==> src/hw/rtl/h3126e_pkg.sv <==
package h3126e_pkg;

  // Code geometry.
  localparam int DATA_BITS   = 26;
  localparam int PARITY_BITS = 5;
  localparam int CODE_BITS   = DATA_BITS + PARITY_BITS;

  // Packet framing.
  localparam int PACKET_BYTES = 13;
  localparam int POS_BITS     = 4;
  localparam int COUNT_BITS   = 6;
  localparam int PEND_BITS    = 32;

  typedef logic [DATA_BITS-1:0]   data_t;
  typedef logic [PARITY_BITS-1:0] parity_t;
  typedef logic [CODE_BITS-1:0]   code_t;
  typedef logic [POS_BITS-1:0]    pos_t;
  typedef logic [COUNT_BITS-1:0]  count_t;
  typedef logic [PEND_BITS-1:0]   pend_t;

  // Byte positions after which a code word is complete.
  localparam pos_t POS_BLOCK0 = 4'd3;
  localparam pos_t POS_BLOCK1 = 4'd6;
  localparam pos_t POS_BLOCK2 = 4'd9;
  localparam pos_t POS_BLOCK3 = 4'd12;

  // Block numbers within a packet.
  localparam logic [1:0] BLOCK0 = 2'd0;
  localparam logic [1:0] BLOCK1 = 2'd1;
  localparam logic [1:0] BLOCK2 = 2'd2;
  localparam logic [1:0] BLOCK3 = 2'd3;

  // Parity bit 26+k covers the data bits selected by PARITY_MASK[k].
  localparam data_t PARITY_MASK [PARITY_BITS] = '{
    26'd44739931, 26'd53687917, 26'd63162254, 26'd66848752, 26'd67106816
  };

endpackage

==> src/hw/rtl/h3126e_encoder.sv <==
module h3126e_encoder (
  input  h3126e_pkg::data_t data,
  output h3126e_pkg::code_t code
);

  h3126e_pkg::parity_t parity;

  // Each parity bit is an XOR tree over the masked data bits.
  always_comb begin
    for (int k = 0; k < h3126e_pkg::PARITY_BITS; k++) begin
      parity[k] = ^(data & h3126e_pkg::PARITY_MASK[k]);
    end
  end

  assign code = {parity, data};

endmodule

==> src/hw/rtl/hamming_31_26_stream_encoder_core.sv <==
// Hamming (31,26) stream encoder. Bytes arrive on the input channel one byte
// per handshake and are grouped into 13-byte packets, read as one 104-bit
// little-endian number that is cut into four 26-bit blocks. Each block leaves
// as a 31-bit code word with the data in bits 0 to 25 and five parity bits in
// bits 26 to 30, together with its block number and a last flag on the fourth
// word of the packet. A word comes out after the 4th, 7th, 10th and 13th byte;
// the other bytes produce no output. The block takes one byte per clock cycle
// for as long as the output side keeps up. A byte that completes a word is
// first loaded into the input register by the edge that accepts it; a single
// pass of bit packing and parity XOR trees then carries it into the output
// register, where it becomes valid at the output. The input register is
// released whenever the output register is empty or being read in the same
// cycle, so a waiting result stops new bytes only once the input register is
// full too.
module hamming_31_26_stream_encoder_core (
  input  logic                   clk,
  input  logic                   rst,
  input  logic                   in_valid,
  output logic                   in_ready,
  input  logic [7:0]             data_byte,
  output logic                   out_valid,
  input  logic                   out_ready,
  output h3126e_pkg::code_t      code_word,
  output logic [1:0]             block_index,
  output logic                   last_of_packet
);

  // Input register.
  logic       s1_valid;
  logic [7:0] s1_byte;

  // Packing state: bits received but not yet emitted, oldest in bit 0.
  h3126e_pkg::pend_t  pending_bits;
  h3126e_pkg::count_t pending_count;
  h3126e_pkg::pos_t   byte_position;

  h3126e_pkg::pend_t  pending_bits_next;
  h3126e_pkg::count_t pending_count_next;
  h3126e_pkg::pos_t   byte_position_next;

  logic               s1_advance;
  logic               in_take;
  logic               pos_bad;
  h3126e_pkg::pos_t   pos_eff;
  h3126e_pkg::pos_t   pos_inc;
  h3126e_pkg::pend_t  base_bits;
  h3126e_pkg::count_t base_count;
  h3126e_pkg::pend_t  merged_bits;
  h3126e_pkg::count_t count_sum;
  logic               emit;
  logic               is_last;
  logic [1:0]         block_sel;
  h3126e_pkg::code_t  code_calc;

  // The input register moves on when the output register has room now.
  assign s1_advance = !out_valid || out_ready;
  assign in_ready   = !s1_valid || s1_advance;
  assign in_take    = in_valid && in_ready;

  // A position past the packet end cannot arise from reset, but it is
  // treated as the start of a fresh packet with nothing pending.
  assign pos_bad    = byte_position >= h3126e_pkg::POS_BITS'(h3126e_pkg::PACKET_BYTES);
  assign pos_eff    = pos_bad ? '0 : byte_position;
  assign base_bits  = pos_bad ? '0 : pending_bits;
  assign base_count = pos_bad ? '0 : pending_count;

  // Append the new byte above the pending bits.
  assign merged_bits = base_bits |
                       (h3126e_pkg::PEND_BITS'(s1_byte) << base_count[4:0]);
  assign count_sum   = base_count + h3126e_pkg::COUNT_BITS'(8);
  assign pos_inc     = pos_eff + h3126e_pkg::POS_BITS'(1);

  // Which positions finish a word, and which block that word is.
  always_comb begin
    emit      = 1'b1;
    block_sel = h3126e_pkg::BLOCK0;
    unique case (pos_eff)
      h3126e_pkg::POS_BLOCK0: block_sel = h3126e_pkg::BLOCK0;
      h3126e_pkg::POS_BLOCK1: block_sel = h3126e_pkg::BLOCK1;
      h3126e_pkg::POS_BLOCK2: block_sel = h3126e_pkg::BLOCK2;
      h3126e_pkg::POS_BLOCK3: block_sel = h3126e_pkg::BLOCK3;
      default:                emit      = 1'b0;
    endcase
  end

  assign is_last = pos_eff == h3126e_pkg::POS_BLOCK3;

  h3126e_encoder u_encoder (
    .data (merged_bits[h3126e_pkg::DATA_BITS-1:0]),
    .code (code_calc)
  );

  // Next packing state once the byte in the input register is consumed.
  always_comb begin
    byte_position_next = (pos_inc >= h3126e_pkg::POS_BITS'(h3126e_pkg::PACKET_BYTES)) ?
                         '0 : pos_inc;
    pending_bits_next  = merged_bits;
    pending_count_next = count_sum;
    if (emit) begin
      if (is_last) begin
        pending_bits_next  = '0;
        pending_count_next = '0;
      end else begin
        pending_bits_next  = merged_bits >> h3126e_pkg::DATA_BITS;
        pending_count_next =
          (count_sum >= h3126e_pkg::COUNT_BITS'(h3126e_pkg::DATA_BITS)) ?
          count_sum - h3126e_pkg::COUNT_BITS'(h3126e_pkg::DATA_BITS) : '0;
      end
    end
  end

  always_ff @(posedge clk) begin
    if (rst) begin
      s1_valid      <= 1'b0;
      out_valid     <= 1'b0;
      pending_bits  <= '0;
      pending_count <= '0;
      byte_position <= '0;
    end else begin
      if (in_take) begin
        s1_valid <= 1'b1;
      end else if (s1_advance) begin
        s1_valid <= 1'b0;
      end

      if (s1_valid && s1_advance) begin
        pending_bits  <= pending_bits_next;
        pending_count <= pending_count_next;
        byte_position <= byte_position_next;
      end

      if (s1_valid && s1_advance && emit) begin
        out_valid <= 1'b1;
      end else if (out_ready) begin
        out_valid <= 1'b0;
      end
    end
  end

  // Payload registers carry no reset.
  always_ff @(posedge clk) begin
    if (in_take) begin
      s1_byte <= data_byte;
    end
    if (s1_valid && s1_advance && emit) begin
      code_word      <= code_calc;
      block_index    <= block_sel;
      last_of_packet <= is_last;
    end
  end

  // The last word of a packet is always the fourth block.
  a_last_is_block3: assert property (@(posedge clk) disable iff (rst)
    out_valid && last_of_packet |-> block_index == h3126e_pkg::BLOCK3)
    else $error("last word not on block 3");

  // A full input register behind a stalled output must hold off new bytes.
  a_stall_blocks_input: assert property (@(posedge clk) disable iff (rst)
    out_valid && !out_ready && s1_valid |-> !in_ready)
    else $error("byte accepted while pipeline stalled");

  // Finishing a packet leaves the packer empty at position zero.
  a_packet_end_clears: assert property (@(posedge clk) disable iff (rst)
    s1_valid && s1_advance && is_last |=>
      pending_count == '0 && byte_position == '0)
    else $error("packer not cleared at packet end");

  // The pending count never exceeds the pending register.
  a_count_bound: assert property (@(posedge clk) disable iff (rst)
    pending_count <= h3126e_pkg::COUNT_BITS'(h3126e_pkg::PEND_BITS))
    else $error("pending count out of range");

endmodule
==> config.mk <==
export PLATFORM = sky130hd
export DESIGN_NAME = hamming_31_26_stream_encoder_core
export DESIGN_NICKNAME = d
export VERILOG_FILES = /design/src/hw/rtl/h3126e_pkg.sv /design/src/hw/rtl/h3126e_encoder.sv /design/src/hw/rtl/hamming_31_26_stream_encoder_core.sv
export SDC_FILE = /design/constraint.sdc
export NUM_CORES = 1
export LEC_CHECK = 0
export BUFFER_PORTS_ARGS = -buffer_cell sky130_fd_sc_hd__buf_2
export CORE_MARGIN = 2
export CORE_UTILIZATION = 56
export CTS_BUF_LIST = sky130_fd_sc_hd__clkbuf_4
export CTS_CLUSTER_SIZE = 20
export DETAILED_ROUTE_END_ITERATION = 7
export MAX_ROUTING_LAYER = met4
export PLACE_DENSITY_LB_ADDON = 0.08
export SETUP_SLACK_MARGIN = 0.2
export SYNTH_ARGS = -nofsm -noshare
export SYNTH_HDL_FRONTEND = slang
export SYNTH_SLANG_ARGS = --single-unit
==> constraint.sdc <==
create_clock -name clk -period 3.1 [get_ports clk]
set_input_delay 0.155 -clock clk [delete_from_list [all_inputs] [get_ports clk]]
set_output_delay 0.155 -clock clk [all_outputs]
set_load 0.005 [all_outputs]
Word level (Yosys, flattened, before mapping)

Cells that the tools add are included.

Output and inout port bits: 36
Register bits: 86
Logic and storage cells: 51

Shift-type cells: 1
Add/sub/neg operators: 3
Multiplexer cells: 15
Bitwise operators: 1
Reductions and logical operators: 15
$lt $le $gt $ge: 3
Equal/unequal tests: 4

Operators by type and width:

| operator                                                               | number |
|---|---|
| 26-bit parity                                                          | 5 |
| 32-bit two-way mux                                                     | 2 |
| 32-bit OR                                                              | 1 |
| 8-bit by 5-bit << shifter with 32-bit output                           | 1 |
| 6-bit two-way mux                                                      | 5 |
| 4-bit == test (second input constant)                                  | 2 |
| 4-bit >= comparator (second input constant)                            | 2 |
| 4-bit two-way mux                                                      | 2 |
| 6-bit by 4-bit adder with 6-bit output (second input constant)         | 1 |
| 6-bit by 5-bit >= comparator with 1-bit output (second input constant) | 1 |
| 2-bit case mux with 3 select lines                                     | 1 |
| 6-bit by 5-bit subtractor with 6-bit output (second input constant)    | 1 |
| 1-bit two-way mux                                                      | 5 |
| 4-bit by 1-bit adder with 4-bit output (second input constant)         | 1 |
| 4-bit by 2-bit == test with 1-bit output (second input constant)       | 1 |
| 4-bit by 3-bit == test with 1-bit output (second input constant)       | 1 |
| 2-bit nonzero test                                                     | 2 |
| 4-bit OR reduction                                                     | 1 |
| 1-bit logical AND                                                      | 3 |
| 1-bit zero test                                                        | 2 |
| 1-bit logical OR                                                       | 2 |

Depth between registers and ports, before layout

Gate-level depths: netlist of the first run.

Depth in word-level cells: 7
Mapped depth: 16
Mapped depth without buffers: 12

Modules after synthesis

From an unflattened synthesis of the first run, not the netlist that was laid out.

Cell total of the unflattened synthesis: 532
Area, all modules: 5187.5 µm²

By module, submodules not included:

| module                            | cells each | seq. area each (µm²) | instances | area each (µm²) |
|---|---|---|---|---|
| hamming_31_26_stream_encoder_core | 469        | 2142.1               | 1         | 4445.5 |
| h3126e_encoder                    | 63         | 0.0                  | 1         | 742.0 |

Worst setup path before layout of the first run

No wires, ideal clock.

Path kind: reg-to-reg
Start point: register byte_position[2]
End point: register block_index[0] (enable)
Slack: 52 ps
Clock period less this slack: 3048 ps
Data required time: 2711 ps
Cell stages (with the launch flop): 14
Arrival: 2660 ps
Buffers on the path: 4
Cells stage by stage: dfxtp_1 > buf_4 > clkbuf_1 > nand2_1 > nand2_1 > inv_1 > ha_1 > clkbuf_1 > mux2i_1 > nor2_1 > a211o_1 > clkbuf_1 > nand2_1 > inv_1

Cells in the longest elaborated chain, start to end: 6
Elaborated cells between the ends (all ways): 9
Those cells by class: order compare (1); eq/ne (4); mux (2); reduce/logical (2)

RTL lines:

| element                               | RTL line                                 | text |
|---|---|---|
| start, declared                       | hamming_31_26_stream_encoder_core.sv:35  | `h3126e_pkg::pos_t byte_position;` |
| start signal, assigned                | hamming_31_26_stream_encoder_core.sv:129 | `byte_position <= byte_position_next;` |
| 4-bit >= comparator                   | hamming_31_26_stream_encoder_core.sv:62  | `assign pos_bad = byte_position >= h3126e_pkg::POS_BITS'(h3126e_pkg::PACKET_BYTES);` |
| 4-bit two-way mux (*)                 | hamming_31_26_stream_encoder_core.sv:63  | `assign pos_eff = pos_bad ? '0 : byte_position;` |
| 4-bit == test (tied with other cells) | hamming_31_26_stream_encoder_core.sv:77  | `unique case (pos_eff)` |
| 4-bit OR reduction (no line) (*)      | --                                       |  |
| 1-bit two-way mux (*)                 | hamming_31_26_stream_encoder_core.sv:77  |  |
| 1-bit logical AND (*)                 | hamming_31_26_stream_encoder_core.sv:145 | `if (s1_valid && s1_advance && emit) begin` |
| end signal, assigned                  | hamming_31_26_stream_encoder_core.sv:147 | `block_index <= block_sel;` |
| end, declared                         | hamming_31_26_stream_encoder_core.sv:24  | `output logic [1:0] block_index,` |

Every way passes the cells marked *; elsewhere a longest branch is shown, timed or not.
A chain may end at the register's enable or synchronous reset.

Worst setup path in the final report of the first run

Start point: register s1_byte[0]
End point: register code_word[26] (data pin)

Cells in the longest elaborated chain, start to end: 3

RTL lines:

| element                                      | RTL line                                 | text |
|---|---|---|
| start, declared                              | hamming_31_26_stream_encoder_core.sv:30  | `logic [7:0] s1_byte;` |
| start signal, assigned                       | hamming_31_26_stream_encoder_core.sv:143 | `s1_byte <= data_byte;` |
| 8-bit by 5-bit << shifter with 32-bit output | hamming_31_26_stream_encoder_core.sv:69  | `(h3126e_pkg::PEND_BITS'(s1_byte) << base_count[4:0]);` |
| 32-bit OR                                    | hamming_31_26_stream_encoder_core.sv:68  | `assign merged_bits = base_bits \|` |
| named net code_calc[10]                      | hamming_31_26_stream_encoder_core.sv:53  | `h3126e_pkg::code_t code_calc;` |
| 26-bit parity                                | h3126e_encoder.sv:11                     | `parity[k] = ^(data & h3126e_pkg::PARITY_MASK[k]);` |
| named net code_calc[26]                      | hamming_31_26_stream_encoder_core.sv:53  |  |
| end signal, assigned                         | hamming_31_26_stream_encoder_core.sv:146 | `code_word <= code_calc;` |
| end, declared                                | hamming_31_26_stream_encoder_core.sv:23  | `output h3126e_pkg::code_t code_word,` |

The timed path passes the listed nets, and every way through them passes these cells.

==> reports/qor.yml, run 1 <==
status: "finished, final reports clean"
final_util_pct: 67.95
num-nets-final: 666
ys_types: 87
totalWireLength_um: 15090
drive_gt1_share_pct: 28.37
synthCells: 566
cts.sinks: 86
ir_worst_vdd_mv: 0.3235
worstPathArrival_ns: 3.03
grt_first_pass_wirelength_um: 23140
synth_area_sq_um: 5390
initial_core_util_pct: 58.06
finalSetupViolCount: 0
yosys_most_used_dff: "dfxtp_1"
hpwl_um: 10570
clk_latency_ns: 0.47
crit_path_start_kind: "flip-flop"
ys_ff_latch: 86
skew_ns: 0.01844
core_sq_um: 9284
synth_nets: 585
port_buffers: 47
antenna_found_initial: 0
root_buffer: "clkbuf_4"
drt_iter0_drc: 386
ant_nets: 0
avgSynthCellArea_sq_um: 9.523
ys_seq_area_share_pct: 39.74
place_congestion: 1.008
vias_per_cell: 5.990
min_path_type: "primary input to flip-flop"
clockBufferDepth: 2
die-height_um: 102.1
vias: 4678
cts_tree: "done"
antennaDiodeCount: 0
fin_area_sq_um: 6309
endpoint_kind: "flip-flop"
slew_headroom_pct: 43.71
drc_errors: 0
gr-usage-all-layers_pct: 30.22
grt-ovfl-total: 0
die_w_um: 102.1
placementRows: 35
power.density_nw_per_um2: 413.7
crit_fanout: 7
max_freq_mhz: 359.5
ios: 48
fin_tns_setup_ns: 0
cap_violations: 0
finalCritPeriodShare_pct: 89.74
dpl_cell_area_sq_um: 5869
multiInputGateArea_sq_um: 2928
slew_viol_final: 0
path_class: "flip-flop to flip-flop"
cts_buffers: 9
grt_pass1_vias: 4278
synth_edf_count: 42
rsz0062_at_grt: "false"
die_area_sq_um: 10430
nFillCells: 785
leakage_nw: 2.414
worstMarginPinSlew_ns: 0.8443
syn2layout_area_growth_pct: 17.04
seqCellArea_sq_um: 2158
min_period_ns: 2.782
synthArstFlopShare_pct: 0
hold_violations: 0
wl_per_cell_um: 19.33
grt_start_max_net_pins: 50
critPathRequiredTime_ns: 3.34
dr.pass1.iters: 6
cts_max_level: 3
clk_pin_slew_worst_paths_ns: 0.16
yosysWarnings: 0
[worst max-delay path, cell delays in order (launching register included)]
cell,delay [ns]
edfxtp_1,0.55
buf_4,0.20
a41oi_2,0.29
o311ai_4,0.22
buf_4,0.19
a21o_1,0.18
a22oi_2,0.19
inv_2,0.09
xnor2_2,0.25
xnor2_2,0.17
xnor2_1,0.16
xnor2_1,0.09
[cell type report]
class / instances / area share (%)
inverter: 24 / 1.547
timing repair buffer: 114 / 12.91
clock buffer: 9 / 1.071
multi-input combinational: 412 / 46.41
tap: 129 / 2.559
clock inverter: 7 / 1.289
sequential: 86 / 34.21
[metal layers]
metal	GRT usage, %	wire (um)
met3	5.472	1265
met1	41.39	6527
met4	9.949	363
met2	45.39	6937
met5	-	0
[registers in the layout (all words and copies together) (netlist names)]
signal	cells
byte_position	4
pending_bits	32
out_valid	1
pending_count	6
s1_byte	8
block_index	2
code_word	31
last_of_packet	1
s1_valid	1
[cells by family after synthesis]
family | count (synthesis) | share of synthesized area (%)
compound gates | 171 | 25.37
xor+xnor | 47 | 9.006
fa+ha+maj | 7 | 1.625
buf+inv | 68 | 7.010
flops | 86 | 39.74
mux | 8 | 1.625
simple gates | 179 | 15.62
[cells in the final DEF, fill, tap and decap left out, types with 4 or more instances in the layout]
cell / instances
nor3_1: 12
nand2_1: 44
ha_1: 7
and2_1: 5
clkbuf_4: 9
a21oi_2: 4
a211oi_1: 5
a21oi_1: 32
nand2b_1: 6
buf_2: 47
dfxtp_1: 37
nor2_1: 66
a31oi_1: 7
a22o_1: 7
o21ai_0: 17
dlygate4sd3_1: 10
dfxtp_2: 4
nor2b_1: 7
o211ai_1: 5
nand3_1: 13
xnor2_1: 32
nor2_2: 6
inv_1: 20
edfxtp_1: 42
a22oi_1: 28
o21ai_1: 8
mux2i_1: 5
buf_4: 53
xnor2_2: 9
[worst paths after layout]
check	from	to	slack [ns]	cells after the start
setup / recovery	s1_byte[0]	code_word[26]	0.32	11
hold / removal	rst	pending_bits[13]	0.26	2
setup reg to reg	s1_byte[0]	code_word[26]	0.32	11
hold reg to reg	pending_bits[27]	pending_bits[27]	0.48	2
[power by group]
| part | switching (mW) | internal, mW | leakage [nW] | total [mW] |
|---|---|---|---|---|
| sequential | 0.0365 | 1.24 | 0.766 | 1.28 |
| combinational | 0.324 | 0.308 | 1.57 | 0.632 |
| clock | 0.443 | 0.259 | 0.0828 | 0.702 |
[cells in the mapped netlist (all sizes together), types with 6 or more instances]
cell / n / area [sq um]
a31oi: 10 / 98.84
nand3: 13 / 65.06
a21oi: 36 / 187.7
ha: 7 / 87.58
a22o: 7 / 61.31
nand2: 45 / 171.4
clkbuf: 20 / 75.07
nor2: 72 / 280.3
dfxtp: 44 / 880.8
nor3: 13 / 70.07
o21ai: 28 / 147.6
nor2b: 7 / 43.79
edfxtp: 42 / 1261
nand2b: 6 / 37.54
buf: 24 / 212.7
a22oi: 30 / 235.2
xnor2: 41 / 419.2
o211ai: 6 / 50.05
inv: 24 / 90.09
[timing repair]
item                       4_1_cts  5_1_grt
gates resized for setup          2       20
pin swaps                        0        3
hold buffers                    10        0
gates cloned                     0        2
setup buffers                    0        9
hold endpoints to repair        10        0
setup endpoints to repair        5       54
[per-stage QoR]
| stage | total power, mW | hold WS, ns | cells | setup slack [ns] |
|---|---|---|---|---|
| 6_report | 2.610 | 0.2607 | 781 | 0.3181 |
| 5_1_grt | 2.714 | 0.2807 | 781 | 0.2002 |
| 3_3_place_gp | 1.888 | 0.3314 | 744 | 0.08230 |
| 4_1_cts | 2.599 | 0.2613 | 770 | 0.1953 |
| 3_5_place_dp | 1.901 | 0.3331 | 744 | 0.08421 |
| 2_1_floorplan | 1.748 | 0.2539 | 566 | 0.2312 |
(Power assumes the default switching activity.)
==> run 2: changes to the inputs <==
--- a/config.mk
+++ b/config.mk
@@ -5,12 +5,13 @@
 export SDC_FILE = /design/constraint.sdc
 export NUM_CORES = 1
 export LEC_CHECK = 0
-export BUFFER_PORTS_ARGS = -buffer_cell sky130_fd_sc_hd__buf_2
+export CORE_ASPECT_RATIO = 0.8
 export CORE_MARGIN = 2
-export CORE_UTILIZATION = 56
+export CORE_UTILIZATION = 58
 export CTS_BUF_LIST = sky130_fd_sc_hd__clkbuf_4
 export CTS_CLUSTER_SIZE = 20
 export DETAILED_ROUTE_END_ITERATION = 7
+export DONT_BUFFER_PORTS = 1
 export MAX_ROUTING_LAYER = met4
 export PLACE_DENSITY_LB_ADDON = 0.08
 export SETUP_SLACK_MARGIN = 0.2
==> run 2 against run 1 <==
  * Sequential power hardly changed
  * Non-clock buffer count is 64 lower
  * Clock-buffer cell count stayed put
  * Global-route usage is 2.4 points higher
  * Critical path type unchanged
  * Highest routed layer unchanged
  * Clock power is 13% lower
==> reports/qor.yml, run 2 (synthesized netlist as in run 1, its figures left out) <==
grt_first_pass_wirelength_um: 24480
top_register: "pending_bits"
skew_ns: 0.01505
die_area_sq_um: 10090
grt_start_max_net_pins: 42
place_congestion: 0.9884
layout_common_cells: "65 x nor2_1, 44 x nand2_1, 42 x edfxtp_1"
pre_cts_ws_ns: 0.1557
cts.sinks: 86
cts_tree: "done"
initial_core_util_pct: 59.64
status: "finished, final reports clean"
slew_viol_final: 0
antenna_found_initial: 0
clk_pin_slew_worst_paths_ns: 0.15
grt-ovfl-total: 0
placementRows: 31
crit_path_start_kind: "flip-flop"
hold_violations: 0
clockBufferDepth: 2
totalWireLength_um: 15780
vias_per_cell: 6.440
die-height_um: 90.23
power.density_nw_per_um2: 423.6
wl_per_cell_um: 22.45
gr-usage-all-layers_pct: 32.63
cap_violations: 0
setup_slack_ns: 0.2683
rsz0062_at_grt: "true"
vias: 4527
slew_headroom_pct: 61.69
min_path_type: "primary input to flip-flop"
fin_tns_setup_ns: 0
finalCritPeriodShare_pct: 91.34
num-nets-final: 602
crit_fanout: 24
drive_gt1_share_pct: 20.24
worstPathArrival_ns: 3.07
max_freq_mhz: 353.1
root_buffer: "clkbuf_4"
dr.pass1.iters: 7
endpoint_kind: "flip-flop"
leakage_nw: 2.108
cts_buffers: 9
syn2layout_area_growth_pct: 9.471
cts_max_level: 3
hpwl_um: 11370
min_period_ns: 2.832
drc_errors: 0
mostFrequentLayoutCell: "nor2_1"
drt_iter0_drc: 465
largest_reg_flops: 32
ir_worst_vdd_mv: 0.2877
path_class: "flip-flop to flip-flop"
finalSetupViolCount: 0
antennaDiodeCount: 0
die_w_um: 111.8
ios: 48
ant_nets: 0
clk_latency_ns: 0.47
core_sq_um: 9037
worstMarginPinSlew_ns: 0.5737
reg.largest.list: "pending_bits (32), code_word (31), s1_byte (8)"
port_buffers: 0
grt_pass1_vias: 4249
critPathRequiredTime_ns: 3.34
[run 2: changes by cell type in the layout (fill, tap and decap cells not counted), moves of 2 or more]
cell           before  now
dlygate4sd3_1      10   12
buf_12              1    4
buf_2              47    0
buf_4              53   33
dfxtp_2             4    6
dfxtp_4             3    0
o21ai_1             8   10
xor2_2              2    0
xor2_1              3    5
clkbuf_16           2    0
[run 2: where the power goes]
| part | switching (mW) | total [mW] | leakage [nW] | internal (mW) |
|---|---|---|---|---|
| Clock | 0.434 | 0.608 | 0.0661 | 0.175 |
| Combinational | 0.328 | 0.614 | 1.28 | 0.285 |
| Sequential | 0.0358 | 1.28 | 0.764 | 1.24 |
[run 2: repair_timing]
item,in CTS,in global routing
hold buffers,13,0
gates resized for setup,4,18
hold endpoints to repair,52,0
setup endpoints to repair,7,16
setup buffers,0,5
pin swaps,0,1
[run 2: final cells by class]
cell class	instances	area [sq um]
flip-flops and latches	86	2150
well taps	115	143.9
multi-input cells	412	2925
clock buffers	9	67.56
repair buffers	50	462.9
fillers	753	3137
inverters	24	93.84
clock inverters	7	57.56
[run 2: worst paths after layout]
path                                        from          endpoint  slack, ns  cells past startpoint
worst max-delay path            byte_position[0]     code_word[26]       0.27                     10
worst min-delay path                    in_valid        s1_byte[0]       0.21                      1
worst max register to register  byte_position[0]     code_word[26]       0.27                     10
worst min register to register  pending_bits[26]  pending_bits[26]       0.49                      2
[run 2: metal layers]
layer	part of all wire, %	up-vias	wire, um	global-route usage (%)
met5	0	-	0	-
met4	1.9	0	301	9.156
met3	9.7	24	1538	8.092
met2	43	230	6837	45.15
met1	45	2177	7105	47.53
li1	-	2096	-	-
[run 2: critical path, stage by stage, from the launching register on]
cell and delay, ns:
dfxtp_2 0.40, o211ai_4 0.26, buf_8 0.25, a31oi_4 0.11
o221ai_2 0.24, o21a_2 0.21, o21ai_1 0.14, a22o_1 0.26
xnor2_1 0.43, xnor2_1 0.16, xnor2_1 0.14
[run 2: per-stage QoR]
step | util, % | power, mW | instances | area [sq um] | hold slack, ns
detailed placement | 61.26 | 1.876 | 669 | 5537 | 0.2320
floorplan | - | 1.748 | 566 | 5396 | 0.2539
CTS | 64.32 | 2.492 | 698 | 5813 | 0.1991
global placement | 61.26 | 1.858 | 669 | 5537 | 0.2300
finish | 65.29 | 2.499 | 703 | 5901 | 0.2147
global route | 65.29 | 2.600 | 703 | 5901 | 0.2160
